`src/ocp_pkg.sv`:
```
// Shared types and constants for the order crossover block.
package ocp_pkg;

	// Gene and position field widths
	localparam int GENE_W = 6;
	localparam int POS_W = 6;
	localparam int NUM_GENE_VALUES = 2 ** GENE_W;

	// Length register
	localparam int LEN_REG_W = 7;
	localparam logic [LEN_REG_W-1:0] LEN_RESET = 7'd64;

	// One loaded position as it sits in the parent store
	typedef struct packed {
		logic              keep;
		logic [GENE_W-1:0] sp;
		logic [GENE_W-1:0] fp;
	} load_item_t;

	// Write request from the load side into the parent store
	typedef struct packed {
		logic       we;
		load_item_t item;
	} load_wr_t;

	// Sequencer phases
	typedef enum logic [3:0] {
		ST_IDLE  = 4'b0001,
		ST_MARK  = 4'b0010,
		ST_SPLIT = 4'b0100,
		ST_EMIT  = 4'b1000
	} state_t;

endpackage

```
`src/ocp_ram.sv`:
```
// Generic single-write, single-read RAM with registered read data.
module ocp_ram #(
	parameter int WIDTH = 8,
	parameter int DEPTH = 64
) (
	input  logic                     clk,
	input  logic                     we,
	input  logic [$clog2(DEPTH)-1:0] waddr,
	input  logic [WIDTH-1:0]         wdata,
	input  logic [$clog2(DEPTH)-1:0] raddr,
	output logic [WIDTH-1:0]         rdata
);

	logic [WIDTH-1:0] mem [DEPTH];

	// Write port
	always_ff @(posedge clk) begin
		if (we) begin
			mem[waddr] <= wdata;
		end
	end

	// Registered read port
	always_ff @(posedge clk) begin
		rdata <= mem[raddr];
	end

endmodule

```
`src/ocp_core.sv`:
```
// Crossover sequencer: marks refill genes, splits the second parent, emits both children.
module ocp_core #(
	parameter int MAX_GENES = 64
) (
	input  logic                               clk,
	input  logic                               arst_n,
	input  logic                               start,
	input  logic [$clog2(MAX_GENES+1)-1:0]     len,
	input  ocp_pkg::load_wr_t                  ld,
	input  logic [$clog2(MAX_GENES)-1:0]       ld_addr,
	output logic                               idle,
	output logic                               out_valid,
	input  logic                               out_ready,
	output logic [ocp_pkg::POS_W-1:0]          position,
	output logic [ocp_pkg::GENE_W-1:0]         child_one_gene,
	output logic [ocp_pkg::GENE_W-1:0]         child_two_gene,
	output logic                               last_result
);

	localparam int AW = $clog2(MAX_GENES);
	localparam int LW = $clog2(MAX_GENES + 1);
	localparam int IW = $bits(ocp_pkg::load_item_t);

	ocp_pkg::state_t state_q;
	logic [AW-1:0] pos_q;
	logic          use_q;
	logic [LW-1:0] len_q;
	logic [LW-1:0] c1_q, c2_q, k1_q, k2_q;
	logic [ocp_pkg::NUM_GENE_VALUES-1:0] flag_q;

	ocp_pkg::load_item_t rd_item;
	logic [IW-1:0]       rd_word;
	logic [ocp_pkg::GENE_W-1:0] q1_rdata, q2_rdata;

	logic pos_last, split_hit, q1_we, q2_we, out_free, emit_fire;

	logic                        out_valid_q;
	logic [ocp_pkg::POS_W-1:0]   position_q;
	logic [ocp_pkg::GENE_W-1:0]  c1_gene_q, c2_gene_q;
	logic                        last_q;

	// Parent store: one word per position
	ocp_ram #(.WIDTH(IW), .DEPTH(MAX_GENES)) u_par_ram (
		.clk  (clk),
		.we   (ld.we),
		.waddr(ld_addr),
		.wdata(ld.item),
		.raddr(pos_q),
		.rdata(rd_word)
	);
	assign rd_item = ocp_pkg::load_item_t'(rd_word);

	// Refill queue for child one (genes from first parent's unkept positions)
	ocp_ram #(.WIDTH(ocp_pkg::GENE_W), .DEPTH(MAX_GENES)) u_q1_ram (
		.clk  (clk),
		.we   (q1_we),
		.waddr(c1_q[AW-1:0]),
		.wdata(rd_item.sp),
		.raddr(k1_q[AW-1:0]),
		.rdata(q1_rdata)
	);

	// Refill queue for child two (all other second-parent genes)
	ocp_ram #(.WIDTH(ocp_pkg::GENE_W), .DEPTH(MAX_GENES)) u_q2_ram (
		.clk  (clk),
		.we   (q2_we),
		.waddr(c2_q[AW-1:0]),
		.wdata(rd_item.sp),
		.raddr(k2_q[AW-1:0]),
		.rdata(q2_rdata)
	);

	// Step decode
	assign pos_last  = ((LW'(pos_q) + LW'(1)) == len_q);
	assign split_hit = flag_q[rd_item.sp];
	assign q1_we     = (state_q == ocp_pkg::ST_SPLIT) && use_q && split_hit;
	assign q2_we     = (state_q == ocp_pkg::ST_SPLIT) && use_q && !split_hit;
	assign out_free  = !out_valid_q || out_ready;
	assign emit_fire = (state_q == ocp_pkg::ST_EMIT) && use_q && out_free;
	assign idle      = (state_q == ocp_pkg::ST_IDLE);

	// Sequencer: for each position it sets the store address, then uses the read data
	always_ff @(posedge clk or negedge arst_n) begin
		if (!arst_n) begin
			state_q <= ocp_pkg::ST_IDLE;
			pos_q   <= '0;
			use_q   <= 1'b0;
			len_q   <= '0;
			c1_q    <= '0;
			c2_q    <= '0;
			k1_q    <= '0;
			k2_q    <= '0;
			flag_q  <= '0;
		end else begin
			case (state_q)
				ocp_pkg::ST_IDLE: begin
					if (start) begin
						len_q  <= len;
						pos_q  <= '0;
						use_q  <= 1'b0;
						flag_q <= '0;
						c1_q   <= '0;
						c2_q   <= '0;
						k1_q   <= '0;
						k2_q   <= '0;
						if (len != '0) begin
							state_q <= ocp_pkg::ST_MARK;
						end
					end
				end
				ocp_pkg::ST_MARK: begin
					if (!use_q) begin
						use_q <= 1'b1;
					end else begin
						use_q <= 1'b0;
						if (!rd_item.keep) begin
							flag_q[rd_item.fp] <= 1'b1;
						end
						if (pos_last) begin
							pos_q   <= '0;
							state_q <= ocp_pkg::ST_SPLIT;
						end else begin
							pos_q <= pos_q + AW'(1);
						end
					end
				end
				ocp_pkg::ST_SPLIT: begin
					if (!use_q) begin
						use_q <= 1'b1;
					end else begin
						use_q <= 1'b0;
						if (split_hit) begin
							c1_q <= c1_q + LW'(1);
						end else begin
							c2_q <= c2_q + LW'(1);
						end
						if (pos_last) begin
							pos_q   <= '0;
							state_q <= ocp_pkg::ST_EMIT;
						end else begin
							pos_q <= pos_q + AW'(1);
						end
					end
				end
				ocp_pkg::ST_EMIT: begin
					if (!use_q) begin
						use_q <= 1'b1;
					end else if (out_free) begin
						use_q <= 1'b0;
						if (rd_item.keep) begin
							k2_q <= k2_q + LW'(1);
						end else begin
							k1_q <= k1_q + LW'(1);
						end
						if (pos_last) begin
							state_q <= ocp_pkg::ST_IDLE;
						end else begin
							pos_q <= pos_q + AW'(1);
						end
					end
				end
				default: begin
					state_q <= ocp_pkg::ST_IDLE;
				end
			endcase
		end
	end

	// Output register valid
	always_ff @(posedge clk or negedge arst_n) begin
		if (!arst_n) begin
			out_valid_q <= 1'b0;
		end else if (emit_fire) begin
			out_valid_q <= 1'b1;
		end else if (out_ready) begin
			out_valid_q <= 1'b0;
		end
	end

	// Output register payload; an empty refill slot gives zero
	always_ff @(posedge clk) begin
		if (emit_fire) begin
			position_q <= ocp_pkg::POS_W'(pos_q);
			last_q     <= pos_last;
			if (rd_item.keep) begin
				c1_gene_q <= rd_item.fp;
				c2_gene_q <= (k2_q < c2_q) ? q2_rdata : '0;
			end else begin
				c2_gene_q <= rd_item.fp;
				c1_gene_q <= (k1_q < c1_q) ? q1_rdata : '0;
			end
		end
	end

	assign out_valid      = out_valid_q;
	assign position       = position_q;
	assign child_one_gene = c1_gene_q;
	assign child_two_gene = c2_gene_q;
	assign last_result    = last_q;

endmodule

```
`src/order_crossover_permutation.sv`:
```
// Order crossover of two permutation chromosomes: top level.
//
// Input channel (in_valid/in_ready): one item per chromosome position, in order
// from position 0, carrying both parents' genes and the keep flag. The item with
// last_position set closes the load and starts the crossover.
// Config channel (cfg_valid/cfg_ready): writes chromosome_length; the length
// used is the smaller of it and MAX_GENES. Write it only while the block is idle.
// Output channel (out_valid/out_ready): one item per position 0..L-1 with both
// children's genes; last_result marks position L-1. A length of zero emits nothing.
// Loading accepts one item per cycle. After the last item the sequencer makes
// three passes over the parent store (mark, split, emit); each pass reads the
// store position by position through its one registered port, setting the
// address of a position before it uses the data. in_ready stays low during
// the passes.
// Reset: length reads 64, the load counter is zero, the output register is empty.
// A stalled receiver holds the output item and pauses the emit pass.
module order_crossover_permutation #(
	parameter int MAX_GENES = 64
) (
	input  logic                               clk,
	input  logic                               arst_n,
	input  logic                               cfg_valid,
	output logic                               cfg_ready,
	input  logic [ocp_pkg::LEN_REG_W-1:0]      chromosome_length,
	input  logic                               in_valid,
	output logic                               in_ready,
	input  logic [ocp_pkg::GENE_W-1:0]         first_parent_gene,
	input  logic [ocp_pkg::GENE_W-1:0]         second_parent_gene,
	input  logic                               keep_for_first,
	input  logic                               last_position,
	output logic                               out_valid,
	input  logic                               out_ready,
	output logic [ocp_pkg::POS_W-1:0]          position,
	output logic [ocp_pkg::GENE_W-1:0]         child_one_gene,
	output logic [ocp_pkg::GENE_W-1:0]         child_two_gene,
	output logic                               last_result
);

	localparam int AW = $clog2(MAX_GENES);
	localparam int LW = $clog2(MAX_GENES + 1);

	logic [ocp_pkg::LEN_REG_W-1:0] len_reg_q;
	logic [LW-1:0]                 load_count_q;
	logic [LW-1:0]                 eff_len;
	logic                          in_fire, room, core_idle;
	ocp_pkg::load_wr_t             ld;

	// Length register
	assign cfg_ready = 1'b1;
	always_ff @(posedge clk or negedge arst_n) begin
		if (!arst_n) begin
			len_reg_q <= ocp_pkg::LEN_RESET;
		end else if (cfg_valid && cfg_ready) begin
			len_reg_q <= chromosome_length;
		end
	end

	// Length in use, clipped to the store depth
	assign eff_len = (len_reg_q > ocp_pkg::LEN_REG_W'(MAX_GENES))
		? LW'(MAX_GENES) : LW'(len_reg_q);

	// Load side: items past the store depth are dropped
	assign in_ready     = core_idle;
	assign in_fire      = in_valid && in_ready;
	assign room         = (load_count_q < LW'(MAX_GENES));
	assign ld.we        = in_fire && room;
	assign ld.item.fp   = first_parent_gene;
	assign ld.item.sp   = second_parent_gene;
	assign ld.item.keep = keep_for_first;

	always_ff @(posedge clk or negedge arst_n) begin
		if (!arst_n) begin
			load_count_q <= '0;
		end else if (in_fire) begin
			if (last_position) begin
				load_count_q <= '0;
			end else if (room) begin
				load_count_q <= load_count_q + LW'(1);
			end
		end
	end

	// Crossover sequencer with its stores and output register
	ocp_core #(.MAX_GENES(MAX_GENES)) u_core (
		.clk           (clk),
		.arst_n        (arst_n),
		.start         (in_fire && last_position),
		.len           (eff_len),
		.ld            (ld),
		.ld_addr       (load_count_q[AW-1:0]),
		.idle          (core_idle),
		.out_valid     (out_valid),
		.out_ready     (out_ready),
		.position      (position),
		.child_one_gene(child_one_gene),
		.child_two_gene(child_two_gene),
		.last_result   (last_result)
	);

endmodule

```
`config.mk`:
```
export PLATFORM = sky130hd
export DESIGN_NAME = order_crossover_permutation
export DESIGN_NICKNAME = d
export VERILOG_FILES = /design/src/ocp_pkg.sv /design/src/ocp_ram.sv /design/src/ocp_core.sv /design/src/order_crossover_permutation.sv
export SDC_FILE = /design/constraint.sdc
export NUM_CORES = 2
export LEC_CHECK = 0
export ABC_CLOCK_PERIOD_IN_PS = 5000
export BUFFER_PORTS_ARGS = -buffer_cell sky130_fd_sc_hd__buf_2
export CAP_MARGIN = 0
export CORE_MARGIN = 1.5
export CORE_UTILIZATION = 55
export CTS_BUF_LIST = sky130_fd_sc_hd__clkbuf_2 sky130_fd_sc_hd__clkbuf_4 sky130_fd_sc_hd__clkbuf_8
export DETAILED_ROUTE_END_ITERATION = 8
export PLACE_DENSITY_LB_ADDON = 0.15
export RECOVER_POWER = 25
export SETUP_SLACK_MARGIN = 0.5
export SLEW_MARGIN = 30
export SYNTH_ARGS = -nofsm -noshare
export SYNTH_HDL_FRONTEND = slang
export SYNTH_SLANG_ARGS = --single-unit
```
`constraint.sdc`:
```
create_clock -name clk -period 5 [get_ports clk]
set_clock_uncertainty 0.15 [all_clocks]
set_input_delay 0.75 -clock clk [delete_from_list [all_inputs] [get_ports clk]]
set_output_delay 0.75 -clock clk [all_outputs]
set_load 0.01 [all_outputs]
```
==> run summary <==
================================================================================
Final Hold Viols                                                               0
Sequential cell area fraction in the yosys report                          0.744
Avg Inst Size Synth                                                     19.4 µm²
Switching Power                                                          8.14 mW
Final-report setup violation count                                             0
Dominant register cell in the synthesized netlist                   sky130_fd_sc_hd__edfxtp_1
Cell-internal power                                                      25.1 mW
Sinks on the clock net                                                     1,769
Worst reg2reg startpoint                                            u_core.u_par_ram.rdata[9]$_DFF_P_
Share of the clock period used by the worst path                           0.840
Post-synthesis simple-gate area fraction                                  0.0405
Count of input and output buffers                                             46
Internal reg-to-reg setup slack                                          0.80 ns
Final instance area                                                   79,200 µm²
Count of final max-slew check failures                                       845
Max Buffers Root-to-Sink                                                       4
Complex-gate fraction of the synthesized area                             0.0327
Fin Setup TNS                                                               0 ns
Kind of critical path                                                 reg -> reg
Max frequency                                                            238 MHz
Synth Net Count                                                            3,661
Adder-cell area share of the yosys netlist                               0.00321
Grt total ovfl                                                                 0
Setup repair after global routing missed its margin                           no
EDFF count, synth                                                          1,619
Routability cong.                                                          0.923
Power share of the combinational group                                     0.094
Number of top-level design ports                                              48
Multiplexer share of the synthesized area                                  0.160
Placed wire-length estimate after detailed placement                   97,800 µm
Type of the tightest min-delay check                                   in -> reg
Library cells used by synthesis                                               66
Largest family of logic cells by synthesized area                   multiplexers
Insertion delay to the later sink of the worst-skew pair                 1.00 ns
CTS tree                                                                    done
Post-detailed-route wirelength per cell                                  28.6 µm
TritonRoute pass-1 iters                                                       6
Sort of element at the end of the critical path                             flop
Crit path launch type                                                       flop
Iter 0 DRT Violations                                                      4,419
Violated checks                                                     max-capacitance violations, max-slew violations
Leading cell type in the layout, fill and taps excluded             sky130_fd_sc_hd__edfxtp_1
Met3 global-route usage                                                   0.0641
Global-route total usage across every layer                                0.255
Wire length of the first global-routing pass                          243,000 µm
Number of max-capacitance violations reported                                 13
Standard-cell rows                                                           130
Layout cells sized above 1                                                 0.297
Post-Synth XOR/XNOR Area                                                 0.00249
Effective utilization at floorplan                                         0.557
Number of nets still failing antenna checks after routing                      0
Synthesis-to-layout area growth                                            12.7%
Worst-path fanout max                                                         37
Measured slew at the worst slew-check pin                                3.36 ns
Die Area                                                             130,000 µm²
Switching Share                                                            0.245
Global-route layer with the greatest usage                                  met2
Area of the placeable core                                           126,000 µm²
Count of mapped cells out of synthesis                                     3,617
Outcome                                                             complete, but fails checks
Flip-flop and latch count after synthesis                                  1,769
Data arrival, critical path                                              4.64 ns
Post-CTS Resized                                                               0
FF-to-FF End                                                        u_core.u_q1_ram.mem[36][4]$_DFFE_PP_
Largest stage delay on the critical path                                 0.88 ns
CP required                                                              5.45 ns
Met1 track demand over resource in global routing                          0.378
Slew HR                                                                    -1.24
Number of design rule violations left after detail routing                     0
Clock-pin transition on the worst setup and hold timing paths            0.06 ns
Area used by sequential logic in the layout                           52,300 µm²
Endpoint of the worst setup timing path                             u_core.u_q1_ram.mem[36][4]$_DFFE_PP_
Post-DP Area                                                          72,900 µm²
Pin count of the biggest net entering global routing                         131
Sequential power share                                                     0.530
Reg2reg path depth                                                             8
Power density of the placed cells                                     419 nW/µm²
Final period demand of the worst path                                    4.20 ns
Static Leak                                                              24.8 nW
Post-synth design cell area                                           70,300 µm²
Number of buffers inserted during clock tree synthesis                       299
Overall die width                                                         360 µm
Cells along the critical path                                       inv_1 > a211oi_1 > nand3_1 > nand4_1 > nand2_1 > and2_4 > buf_16 > nor4_1
Met2 Track Usage GR                                                        0.378
Area of combinational cells with multiple inputs                      17,300 µm²
Peak supply drop                                                          340 µV
Total via count in the routed design                                      36,700
Number of antenna violations at the first check in global routing              6
Filler Cell Count                                                          8,559
Number of global-route vias before repair                                 36,900
Critical path's slowest cell                                        sky130_fd_sc_hd__dfxtp_1
Detail-routed via count per cell                                            6.38
Commonest cells after routing, fill and taps aside                  sky130_fd_sc_hd__edfxtp_1 (1,619), sky130_fd_sc_hd__mux4_2 (408), sky130_fd_sc_hd__clkbuf_8 (327)
Die Y-Extent                                                              360 µm
Clock root cell                                                     sky130_fd_sc_hd__clkbuf_8
Post-layout nets                                                           3,942
Share of total power in the clock network                                  0.376
Critical Path Source                                                u_core.u_par_ram.rdata[9]$_DFF_P_
Routed wire length                                                    164,000 µm
H-tree lvl count                                                               5
Fraction of registers with async set/reset                                0.0707
Number of warnings reported in the yosys synthesis log                         0
================================================================================
## flip-flops by register name, indices dropped and copies added (netlist names), 6 cells and up
name / flops
len_reg_q: 7
load_count_q: 7
u_core.c1_q: 7
u_core.c2_q: 7
u_core.child_one_gene: 6
u_core.child_two_gene: 6
u_core.flag_q: 64
u_core.k1_q: 7
u_core.k2_q: 7
u_core.len_q: 7
u_core.pos_q: 6
u_core.position: 6
u_core.u_par_ram.mem: 832
u_core.u_par_ram.rdata: 13
u_core.u_q1_ram.mem: 384
u_core.u_q1_ram.rdata: 6
u_core.u_q2_ram.mem: 384
u_core.u_q2_ram.rdata: 6
## logic make-up after synthesis
family	after synthesis
AO/OA/AOI/OAI	376
flip-flops	1769
buffers and inverters	263
AND/OR/NAND/NOR	562
multiplexers	608
other	1
XOR/XNOR	20
adder cells (fa/ha/maj)	18
## critical path: cells and delay by family, from the launching register on
family / cells / cell delay (ns)
flops: 1 / 0.88
simple gates: 5 / 1.84
buf+inv: 2 / 0.57
compound gates: 1 / 0.31
## cells in the mapped netlist (6+ instances only)
| cell | number | area (µm²) |
|---|---|---|
| sky130_fd_sc_hd__a21o_1 | 10 | 75.1 |
| sky130_fd_sc_hd__a21oi_1 | 151 | 756 |
| sky130_fd_sc_hd__a22o_1 | 6 | 52.6 |
| sky130_fd_sc_hd__a22oi_1 | 9 | 67.6 |
| sky130_fd_sc_hd__a311oi_1 | 6 | 52.6 |
| sky130_fd_sc_hd__a32oi_1 | 13 | 114 |
| sky130_fd_sc_hd__and3_1 | 7 | 43.8 |
| sky130_fd_sc_hd__buf_1 | 23 | 86.3 |
| sky130_fd_sc_hd__buf_2 | 64 | 320 |
| sky130_fd_sc_hd__buf_4 | 16 | 120 |
| sky130_fd_sc_hd__buf_6 | 11 | 124 |
| sky130_fd_sc_hd__clkbuf_1 | 120 | 450 |
| sky130_fd_sc_hd__dfrtp_1 | 123 | 3080 |
| sky130_fd_sc_hd__dfxtp_1 | 25 | 500 |
| sky130_fd_sc_hd__edfxtp_1 | 1619 | 48600 |
| sky130_fd_sc_hd__ha_1 | 18 | 225 |
| sky130_fd_sc_hd__inv_1 | 24 | 90.1 |
| sky130_fd_sc_hd__mux2_2 | 48 | 541 |
| sky130_fd_sc_hd__mux2i_1 | 152 | 1520 |
| sky130_fd_sc_hd__mux4_2 | 408 | 9190 |
| sky130_fd_sc_hd__nand2_1 | 103 | 387 |
| sky130_fd_sc_hd__nand2b_1 | 9 | 56.3 |
| sky130_fd_sc_hd__nand3_1 | 49 | 245 |
| sky130_fd_sc_hd__nand3b_1 | 23 | 173 |
| sky130_fd_sc_hd__nor2_1 | 160 | 601 |
| sky130_fd_sc_hd__nor2b_1 | 18 | 113 |
| sky130_fd_sc_hd__nor3_1 | 39 | 195 |
| sky130_fd_sc_hd__nor3b_1 | 6 | 45.0 |
| sky130_fd_sc_hd__nor4_1 | 114 | 713 |
| sky130_fd_sc_hd__o21ai_0 | 75 | 375 |
| sky130_fd_sc_hd__o221ai_1 | 40 | 350 |
| sky130_fd_sc_hd__o22ai_1 | 43 | 269 |
| sky130_fd_sc_hd__or3_1 | 12 | 75.1 |
| sky130_fd_sc_hd__xor2_1 | 16 | 140 |
## power by group through the flow
stage	Clock [mW]	Sequential (mW)	Combinational (mW)
floorplan	0	17.8	1.84
global placement	0	17.9	3.04
detailed placement	0	17.9	3.12
CTS	12.7	17.6	3.13
global route	13.4	17.6	3.34
finish	12.5	17.6	3.13
## stage by stage
stage	cells	utilization	setup slack (ns)	total power, mW	hold slack, ns
after floorplan	3617	-	0.594	19.6	0.270
after global placement	5229	0.577	1.06	20.9	0.328
after detailed placement	5229	0.578	0.760	21.0	0.335
after CTS	5750	0.624	0.742	33.4	0.0603
after global routing	5753	0.627	0.541	34.3	0.157
final	5754	0.627	0.801	33.2	0.149
## routing by layer
layer	up-vias	part of all wire	wire length (µm)
met3	257	0.10	16400
met1	19000	0.42	68600
li1	15500	-	-
met5	-	0.00017	28
met4	6	0.021	3380
met2	1930	0.46	76000
## what timing repair did
action,CTS,global route
hold buffers,16,0
hold endpoints to repair,72,0
setup endpoints to repair,0,0
buffers inserted,0,0
## final cells by class
| cell class | instances | area share |
|---|---|---|
| Inverter | 28 | 0.00134 |
| Tap cell | 1650 | 0.0261 |
| Clock buffer | 418 | 0.0655 |
| Antenna cell | 2 | 0.0000632 |
| Clock inverter | 87 | 0.00682 |
| Sequential cell | 1769 | 0.660 |
| Multi-Input combinational cell | 1585 | 0.219 |
| Timing Repair Buffer | 215 | 0.0212 |
## how the worst min path moves through the flow
| stage | cells after the start | to | startpoint | slack [ns] |
|---|---|---|---|---|
| 6_report | 4 | load_count_q[0]$_DFFE_PN0P_ | in_valid | 0.15 |
| 5_1_grt | 3 | u_core.out_valid$_DFFE_PN0P_ | out_ready | 0.16 |
| 4_1_cts | 4 | load_count_q[0]$_DFFE_PN0P_ | in_valid | 0.06 |
| 3_5_place_dp | 2 | u_core.flag_q[54]$_DFFE_PN0P_ | u_core.flag_q[54]$_DFFE_PN0P_ | 0.33 |
| 3_3_place_gp | 2 | u_core.flag_q[30]$_DFFE_PN0P_ | u_core.flag_q[30]$_DFFE_PN0P_ | 0.33 |
| 2_1_floorplan | 0 | u_core.position[3]$_DFFE_PP_ | u_core.pos_q[3]$_DFFE_PN0P_ | 0.27 |
(Power assumes the default switching activity.)
